**config.mk**
```make
export PLATFORM = sky130hd
export DESIGN_NAME = fifo_queue_with_remove_core
export DESIGN_NICKNAME = d
export VERILOG_FILES = /design/src/rtl/core/fqr_pkg.sv /design/src/rtl/core/fqr_mem.sv /design/src/rtl/core/fqr_ctrl.sv /design/src/rtl/core/fifo_queue_with_remove_core.sv
export SDC_FILE = /design/constraint.sdc
export NUM_CORES = 1
export LEC_CHECK = 0
export ABC_AREA = 1
export ABC_CLOCK_PERIOD_IN_PS = 6800
export BUFFER_PORTS_ARGS = -buffer_cell sky130_fd_sc_hd__buf_2
export CORE_UTILIZATION = 30
export DETAILED_ROUTE_END_ITERATION = 8
export SLEW_MARGIN = 5
export SYNTH_ARGS = -nofsm -noshare
export SYNTH_HDL_FRONTEND = slang
export SYNTH_SLANG_ARGS = --single-unit
```
**constraint.sdc**
```tcl
create_clock -name clock -period 6.8 [get_ports clock]
set_clock_uncertainty 0.15 [all_clocks]
set_input_delay 1.36 -clock clock [delete_from_list [all_inputs] [get_ports clock]]
set_output_delay 1.36 -clock clock [all_outputs]
set_load 0.02 [all_outputs]
```
**src/rtl/core/fqr_pkg.sv**
```systemverilog
// Shared types and constants for the tag queue with delete-by-value.
`default_nettype none
package fqr_pkg;

   localparam int DEPTH_DEF      = 16;
   localparam int DATA_WIDTH_DEF = 32;

   localparam int OP_W    = 2;
   localparam int VALUE_W = 32;
   localparam int COUNT_W = 5;

   typedef enum logic [OP_W-1:0] {
      OP_ENQ    = 2'd0,
      OP_DEQ    = 2'd1,
      OP_REMOVE = 2'd2
   } op_type;

   typedef enum logic [1:0] {
      ST_OK        = 2'd0,
      ST_EMPTY     = 2'd1,
      ST_FULL      = 2'd2,
      ST_NOT_FOUND = 2'd3
   } status_type;

   typedef struct packed {
      logic [COUNT_W-1:0] count;
      logic               is_empty;
      status_type         status;
      logic [VALUE_W-1:0] value;
   } result_type;

endpackage
`default_nettype wire

```
**src/rtl/core/fqr_mem.sv**
```systemverilog
// Entry store: one write port, one read port with registered read data.
`default_nettype none
module fqr_mem #(
   parameter int DEPTH      = fqr_pkg::DEPTH_DEF,
   parameter int DATA_WIDTH = fqr_pkg::DATA_WIDTH_DEF,
   localparam int AW        = $clog2(DEPTH)
) (
   input  wire logic                  clock,
   input  wire logic                  wr_en,
   input  wire logic [AW-1:0]         wr_addr,
   input  wire logic [DATA_WIDTH-1:0] wr_data,
   input  wire logic                  rd_en,
   input  wire logic [AW-1:0]         rd_addr,
   output      logic [DATA_WIDTH-1:0] rd_data
);

   logic [DATA_WIDTH-1:0] mem_ff [DEPTH];
   logic [DATA_WIDTH-1:0] rd_data_ff;

   always_ff @(posedge clock) begin
      if (wr_en) begin
         mem_ff[wr_addr] <= wr_data;
      end
   end

   always_ff @(posedge clock) begin
      if (rd_en) begin
         rd_data_ff <= mem_ff[rd_addr];
      end
   end

   assign rd_data = rd_data_ff;

endmodule
`default_nettype wire

```
**src/rtl/core/fqr_ctrl.sv**
```systemverilog
// Sequencer: ring pointers, head-first scan and gap closing over the entry store.
`default_nettype none
module fqr_ctrl #(
   parameter int DEPTH      = fqr_pkg::DEPTH_DEF,
   parameter int DATA_WIDTH = fqr_pkg::DATA_WIDTH_DEF,
   localparam int AW        = $clog2(DEPTH),
   localparam int CW        = $clog2(DEPTH + 1)
) (
   input  wire logic                  clock,
   input  wire logic                  reset,
   input  wire logic                  req_valid,
   output      logic                  req_ready,
   input  wire logic [fqr_pkg::OP_W-1:0] req_op,
   input  wire logic [DATA_WIDTH-1:0] req_value,
   output      logic                  res_valid,
   input  wire logic                  res_ready,
   output      fqr_pkg::result_type   res,
   output      logic                  mem_we,
   output      logic [AW-1:0]         mem_waddr,
   output      logic [DATA_WIDTH-1:0] mem_wdata,
   output      logic                  mem_re,
   output      logic [AW-1:0]         mem_raddr,
   input  wire logic [DATA_WIDTH-1:0] mem_rdata
);

   typedef enum logic [4:0] {
      S_IDLE  = 5'b00001,
      S_DEQ   = 5'b00010,
      S_SCAN  = 5'b00100,
      S_SHIFT = 5'b01000,
      S_DONE  = 5'b10000
   } state_type;

   state_type             state_ff, state_in;
   logic [AW-1:0]         head_ff, head_in;
   logic [CW-1:0]         count_ff, count_in;
   logic [AW-1:0]         idx_ff, idx_in;
   logic [DATA_WIDTH-1:0] value_ff, value_in;
   fqr_pkg::result_type   res_ff, res_in;

   logic [AW:0] count_k;
   logic [AW:0] next_k;
   logic [AW:0] skip_k;
   logic        scan_last;
   logic        shift_more;

   // logical position -> physical address in the ring
   function automatic logic [AW-1:0] phys(input logic [AW-1:0] base, input logic [AW:0] k);
      logic [AW:0] sum;
      sum = {1'b0, base} + k;
      if (sum >= (AW+1)'(DEPTH)) begin
         sum = sum - (AW+1)'(DEPTH);
      end
      return sum[AW-1:0];
   endfunction

   function automatic fqr_pkg::result_type make_res(input logic [DATA_WIDTH-1:0] v,
                                                    input fqr_pkg::status_type st,
                                                    input logic [CW-1:0] cnt);
      logic [DATA_WIDTH+fqr_pkg::VALUE_W-1:0] v_wide;
      logic [CW+fqr_pkg::COUNT_W-1:0]         c_wide;
      fqr_pkg::result_type                    r;
      v_wide     = {{fqr_pkg::VALUE_W{1'b0}}, v};
      c_wide     = {{fqr_pkg::COUNT_W{1'b0}}, cnt};
      r.value    = v_wide[fqr_pkg::VALUE_W-1:0];
      r.status   = st;
      r.is_empty = (cnt == '0);
      r.count    = c_wide[fqr_pkg::COUNT_W-1:0];
      return r;
   endfunction

   assign count_k    = (AW+1)'(count_ff);
   assign next_k     = {1'b0, idx_ff} + (AW+1)'(1);
   assign skip_k     = {1'b0, idx_ff} + (AW+1)'(2);
   assign scan_last  = (next_k >= count_k);
   assign shift_more = (skip_k < count_k);

   always_comb begin
      state_in  = state_ff;
      head_in   = head_ff;
      count_in  = count_ff;
      idx_in    = idx_ff;
      value_in  = value_ff;
      res_in    = res_ff;
      mem_we    = 1'b0;
      mem_waddr = phys(head_ff, count_k);
      mem_wdata = req_value;
      mem_re    = 1'b0;
      mem_raddr = phys(head_ff, next_k);

      case (state_ff)
         S_IDLE: begin
            if (req_valid) begin
               value_in = req_value;
               idx_in   = '0;
               case (req_op)
                  fqr_pkg::OP_ENQ: begin
                     if (count_ff == CW'(DEPTH)) begin
                        res_in = make_res('0, fqr_pkg::ST_FULL, count_ff);
                     end else begin
                        mem_we   = 1'b1;
                        count_in = count_ff + CW'(1);
                        res_in   = make_res('0, fqr_pkg::ST_OK, count_in);
                     end
                     state_in = S_DONE;
                  end
                  fqr_pkg::OP_DEQ: begin
                     if (count_ff == '0) begin
                        res_in   = make_res('0, fqr_pkg::ST_EMPTY, count_ff);
                        state_in = S_DONE;
                     end else begin
                        mem_re    = 1'b1;
                        mem_raddr = head_ff;
                        state_in  = S_DEQ;
                     end
                  end
                  fqr_pkg::OP_REMOVE: begin
                     if (count_ff == '0) begin
                        res_in   = make_res('0, fqr_pkg::ST_NOT_FOUND, count_ff);
                        state_in = S_DONE;
                     end else begin
                        mem_re    = 1'b1;
                        mem_raddr = head_ff;
                        state_in  = S_SCAN;
                     end
                  end
                  default: begin
                     // unused request code: queue untouched
                     res_in   = make_res('0, fqr_pkg::ST_OK, count_ff);
                     state_in = S_DONE;
                  end
               endcase
            end
         end
         S_DEQ: begin
            head_in  = phys(head_ff, (AW+1)'(1));
            count_in = count_ff - CW'(1);
            res_in   = make_res(mem_rdata, fqr_pkg::ST_OK, count_in);
            state_in = S_DONE;
         end
         S_SCAN: begin
            // read of the next position goes out ahead of the compare
            mem_re = !scan_last;
            if (mem_rdata == value_ff) begin
               if (scan_last) begin
                  count_in = count_ff - CW'(1);
                  res_in   = make_res(value_ff, fqr_pkg::ST_OK, count_in);
                  state_in = S_DONE;
               end else begin
                  state_in = S_SHIFT;
               end
            end else if (scan_last) begin
               res_in   = make_res('0, fqr_pkg::ST_NOT_FOUND, count_ff);
               state_in = S_DONE;
            end else begin
               idx_in = next_k[AW-1:0];
            end
         end
         S_SHIFT: begin
            // entry idx+1 is on the read port; write it down to idx
            mem_we    = 1'b1;
            mem_waddr = phys(head_ff, {1'b0, idx_ff});
            mem_wdata = mem_rdata;
            if (shift_more) begin
               mem_re    = 1'b1;
               mem_raddr = phys(head_ff, skip_k);
               idx_in    = next_k[AW-1:0];
            end else begin
               count_in = count_ff - CW'(1);
               res_in   = make_res(value_ff, fqr_pkg::ST_OK, count_in);
               state_in = S_DONE;
            end
         end
         S_DONE: begin
            if (res_ready) begin
               state_in = S_IDLE;
            end
         end
         default: begin
            state_in = S_IDLE;
         end
      endcase
   end

   always_ff @(posedge clock) begin
      if (reset) begin
         state_ff <= S_IDLE;
         head_ff  <= '0;
         count_ff <= '0;
      end else begin
         state_ff <= state_in;
         head_ff  <= head_in;
         count_ff <= count_in;
      end
   end

   always_ff @(posedge clock) begin
      idx_ff   <= idx_in;
      value_ff <= value_in;
      res_ff   <= res_in;
   end

   assign req_ready = (state_ff == S_IDLE);
   assign res_valid = (state_ff == S_DONE);
   assign res       = res_ff;

endmodule
`default_nettype wire

```
**src/rtl/core/fifo_queue_with_remove_core.sv**
```systemverilog
// Top level: tag queue with delete-by-value, stream ports and output register.
// Enqueue, refused, empty or unused-code requests go from idle straight to the result
// state; dequeue goes through a read state; remove scans held entries from the head
// and closes the gap on a match. The next request is taken in the cycle after the
// result leaves the sequencer; a full output register not drained by rsp_tready holds it.
// Synchronous active-high reset empties the queue; entry contents are not cleared.
`default_nettype none
module fifo_queue_with_remove_core #(
   parameter int DEPTH      = fqr_pkg::DEPTH_DEF,
   parameter int DATA_WIDTH = fqr_pkg::DATA_WIDTH_DEF
) (
   input  wire logic        clock,
   input  wire logic        reset,
   // request channel
   input  wire logic        req_tvalid,
   output      logic        req_tready,
   input  wire logic [39:0] req_tdata,   // op[1:0], value[33:2], zero pad[39:34]
   // result channel
   output      logic        rsp_tvalid,
   input  wire logic        rsp_tready,
   output      logic [39:0] rsp_tdata    // result_value[31:0], status[33:32],
                                         // is_empty[34], entry_count[39:35]
);

   localparam int AW = $clog2(DEPTH);

   logic [DATA_WIDTH+fqr_pkg::VALUE_W-1:0] req_value_wide;
   logic [DATA_WIDTH-1:0]                  req_value;
   logic [fqr_pkg::OP_W-1:0]               req_op;

   logic                  res_valid;
   logic                  res_ready;
   fqr_pkg::result_type   res;

   logic                  mem_we;
   logic [AW-1:0]         mem_waddr;
   logic [DATA_WIDTH-1:0] mem_wdata;
   logic                  mem_re;
   logic [AW-1:0]         mem_raddr;
   logic [DATA_WIDTH-1:0] mem_rdata;

   logic                  rsp_valid_ff, rsp_valid_in;
   fqr_pkg::result_type   rsp_data_ff, rsp_data_in;
   logic                  rsp_load;

   // tags are held at DATA_WIDTH bits: zero-extend or drop upper bits
   assign req_op         = req_tdata[1:0];
   assign req_value_wide = {{DATA_WIDTH{1'b0}}, req_tdata[33:2]};
   assign req_value      = req_value_wide[DATA_WIDTH-1:0];

   fqr_ctrl #(
      .DEPTH      (DEPTH),
      .DATA_WIDTH (DATA_WIDTH)
   ) u_ctrl (
      .clock     (clock),
      .reset     (reset),
      .req_valid (req_tvalid),
      .req_ready (req_tready),
      .req_op    (req_op),
      .req_value (req_value),
      .res_valid (res_valid),
      .res_ready (res_ready),
      .res       (res),
      .mem_we    (mem_we),
      .mem_waddr (mem_waddr),
      .mem_wdata (mem_wdata),
      .mem_re    (mem_re),
      .mem_raddr (mem_raddr),
      .mem_rdata (mem_rdata)
   );

   fqr_mem #(
      .DEPTH      (DEPTH),
      .DATA_WIDTH (DATA_WIDTH)
   ) u_mem (
      .clock   (clock),
      .wr_en   (mem_we),
      .wr_addr (mem_waddr),
      .wr_data (mem_wdata),
      .rd_en   (mem_re),
      .rd_addr (mem_raddr),
      .rd_data (mem_rdata)
   );

   // output register: the sequencer is free again while a result waits here
   assign res_ready = !rsp_valid_ff || rsp_tready;
   assign rsp_load  = res_valid && res_ready;

   always_comb begin
      rsp_valid_in = rsp_valid_ff;
      rsp_data_in  = rsp_data_ff;
      if (rsp_load) begin
         rsp_valid_in = 1'b1;
         rsp_data_in  = res;
      end else if (rsp_tready) begin
         rsp_valid_in = 1'b0;
      end
   end

   always_ff @(posedge clock) begin
      if (reset) begin
         rsp_valid_ff <= 1'b0;
      end else begin
         rsp_valid_ff <= rsp_valid_in;
      end
   end

   always_ff @(posedge clock) begin
      rsp_data_ff <= rsp_data_in;
   end

   assign rsp_tvalid = rsp_valid_ff;
   assign rsp_tdata  = rsp_data_ff;

   // one request in flight: a transfer closes the request side next cycle
   a_one_in_flight: assert property (@(posedge clock) disable iff (reset)
      (req_tvalid && req_tready) |=> !req_tready)
      else $error("request taken while another is in flight");

   // a failed request never carries a tag
   a_fail_no_value: assert property (@(posedge clock) disable iff (reset)
      (res_valid && res.status != fqr_pkg::ST_OK) |-> (res.value == '0))
      else $error("non-ok result with nonzero value");

   // empty flag agrees with the count when the count is not truncated
   a_empty_count: assert property (@(posedge clock) disable iff (reset)
      res_valid |-> ((DEPTH >= 32) || (res.is_empty == (res.count == '0))))
      else $error("empty flag disagrees with entry count");

   // the sequencer offers no result while it is taking requests
   a_idle_no_result: assert property (@(posedge clock) disable iff (reset)
      req_tready |-> !res_valid)
      else $error("result pending in idle state");

endmodule
`default_nettype wire
```
==> results.sh <==
export IMPL_track_usage_pct=14.91
export IMPL_synth_edff_count=660
export IMPL_cap_viol_max_count=0
export IMPL_final_setup_tns_ps=0
export IMPL_syn_area_sq_um=29850
export IMPL_cts_buffers=67
export IMPL_core_rowCount=115
export IMPL_antenna_found_initial=0
export IMPL_diodes=0
export IMPL_ctsResizeCount=0
export IMPL_rsz0062_at_grt="false"
export IMPL_fin_cells=4189
export IMPL_start_kind="register"
export IMPL_synth_cell_types=39
export IMPL_slew_headroom_pct=18.60
export IMPL_clkTransAtPathRegs_ps=60
export IMPL_worstPathCellList="ha_1 -> inv_1 -> nand2_1 -> nand2_1 -> inv_1 -> ha_1 -> nand2_1 -> nor2_1 -> nand2_1 -> nand3_1 -> nand2_2 -> nand3_4 -> nand2_8 -> nand2_8 -> buf_12 -> nand2_1 -> nand2_1 -> nand2_1 -> nand3_1 -> nand3_1 -> nand2_1"
export IMPL_cts_hold_buf=0
export IMPL_slowest_stage="nand2_8"
export IMPL_cp_max_fo=106
export IMPL_cts_max_path_buffers=3
export IMPL_die_area_sq_um=100800
export IMPL_grt_pass1_wl_mm=115.5
export IMPL_cts_tree="done"
export IMPL_final_common_cell="nand2_1"
export IMPL_whs_ps=262.3
export IMPL_yosysWarnings=0
export IMPL_syn_num_nets=2868
export IMPL_dp_cells=4071
export IMPL_coreArea_sq_um=98420
export IMPL_post_route_period_util_pct=67.38
export IMPL_synth_async_reset_ratio_pct=0
export IMPL_drv_slew=0
export IMPL_die_w_um=317.5
export IMPL_p_per_area_nw_per_um2=320.4
export IMPL_ios=86
export IMPL_port_buffers=79
export IMPL_cp_data_required_time_ps=7010
export IMPL_ant_nets=0
export IMPL_final_hold_violation_count=0
export IMPL_drt_wl_total_mm=76.79
export IMPL_synth_area_per_cell_sq_um=10.70
export IMPL_grt_max_degree=181
export IMPL_tightest_slew_ps=1213
export IMPL_vias=19950
export IMPL_synthCells=2790
export IMPL_fp_dieH_um=317.5
export IMPL_cts_root_buf="clkbuf_16"
export IMPL_firstDrtPassIters=5
export IMPL_vdd_drop_max_v=0.0003435
export IMPL_start_util_pct=30.33
export IMPL_synth_seq_cells=675
export IMPL_period_needed_ps=4582
export IMPL_gp_congestion=0.8198
export IMPL_htreeDepth=3
export IMPL_drive_above_1_share_pct=9.614
export IMPL_grt_pass1_vias=18670
export IMPL_cp_common_cell="nand2_1"
export IMPL_yosysSeqAreaShare_pct=67.39
export IMPL_drc=0
export IMPL_dp_hpwl_mm=42.27
export IMPL_hold_path_class="reg2reg"
export IMPL_final_util_pct=34.55
export IMPL_max_stage_delay_ps=570
export IMPL_p_leak_nw=13.60
export IMPL_cp_arrival_ps=4790
export IMPL_crit_path_end_kind="register"
export IMPL_overflow=0
export IMPL_fin_total_pwr_mw=10.90
export IMPL_postCtsSetupRepairBufs=0
export IMPL_syn_to_final_growth_pct=13.91
export IMPL_fin_nets=2931
export IMPL_clk_latency_ps=620
export IMPL_synth_top_flop_cell="edfxtp_1"
export IMPL_outcome="finished clean"
export IMPL_first_iter_violations=2006
export IMPL_fmax_mhz=218.3
export IMPL_mostFrequentLayoutCells="nand2_1, edfxtp_1, nand3_1, inv_1, buf_2"
export IMPL_r2r_slack_ps=2220
export IMPL_cts_sinks=675
export IMPL_wl_per_cell_um=18.33
export IMPL_worstSetupPathType="reg2reg"
export IMPL_via_per_inst=4.762
export IMPL_setup_violations=0
## cell families (layout without fill, tap and decap cells)
logic type	Yosys count	in the layout	share of synthesized area, %
fa+ha+maj	34	34	1.500
compound gates	120	120	2.183
simple gates	1403	1403	20.68
xor+xnor	31	31	0.9095
flops	675	675	67.39
buf+inv	527	639	7.334
## worst paths after layout
kind / startpoint / endpoint / cells after the start
hold reg to reg: u_ctrl.res[32] / rsp_tdata[32] / 0
setup reg to reg: u_ctrl.idx_ff[1] / u_mem.rd_data[5] / 21
setup / recovery: u_ctrl.idx_ff[1] / u_mem.rd_data[5] / 21
hold / removal: u_ctrl.res[32] / rsp_tdata[32] / 0
## synth_stat cells, types with 4 or more instances
| library cell | count | area share (%) |
|---|---|---|
| ha_1 | 31 | 1.3 |
| inv_1 | 373 | 4.7 |
| o21ai_0 | 68 | 1.1 |
| nand4_1 | 17 | 0.36 |
| dfxtp_1 | 15 | 1.0 |
| edfxtp_1 | 660 | 66 |
| buf_1 | 5 | 0.063 |
| nor2_2 | 4 | 0.084 |
| clkbuf_1 | 16 | 0.20 |
| inv_2 | 6 | 0.075 |
| o211ai_1 | 6 | 0.15 |
| xor2_1 | 28 | 0.82 |
| o22ai_1 | 18 | 0.38 |
| nand3_1 | 601 | 10 |
| buf_4 | 18 | 0.45 |
| nor2_1 | 53 | 0.67 |
| a21oi_1 | 21 | 0.35 |
| nand2_1 | 700 | 8.8 |
| buf_2 | 107 | 1.8 |
| nor3_1 | 15 | 0.25 |
## power breakdown
part | switching [mW] | internal [mW]
Sequential | 0.0560 | 4.77
Clock | 1.59 | 2.11
Combinational | 1.70 | 0.669
Total | 3.35 | 7.55
## worst max-delay path: cells and delay by family (launching register included)
kind / cells / cell delay (ps)
AND/OR/NAND/NOR: 16 / 2480
buffers and inverters: 3 / 490
adder cells (fa/ha/maj): 2 / 510
flip-flops: 1 / 480
## metrics by stage
step | setup WS (ps) | area [sq um]
2_1_floorplan | 419.7 | 29850
3_3_place_gp | 1894 | 31840
3_5_place_dp | 1917 | 31840
4_1_cts | 2311 | 34010
5_1_grt | 1888 | 34010
6_report | 2218 | 34010
## flip-flops by register name, indices dropped and copies added, names as in the netlist, 5 cells and up
name	cells
rsp_tdata	40
u_ctrl.count_ff	5
u_ctrl.res	40
u_ctrl.state_ff	5
u_ctrl.value_ff	32
u_mem.mem_ff	512
u_mem.rd_data	32
## metal layers
metal  global-route usage, %  vias up  wire length [um]
met5                       0        -                 0
met4                   6.742        0              2864
met3                   1.630      153              4787
met2                   24.81      672             36740
met1                   19.56     9553             32410
li1                        -     9568                 -
## final cells by class
| class | instances | area, sq um |
|---|---|---|
| timing repair buffer | 141 | 923.4 |
| tap | 1287 | 1610 |
| clock inverter | 39 | 437.9 |
| fill | 9708 | 64410 |
| multi-input combinational | 1588 | 7751 |
| clock buffer | 79 | 1732 |
| sequential | 675 | 20120 |
| inverter | 380 | 1434 |
(Power assumes the default switching activity.)
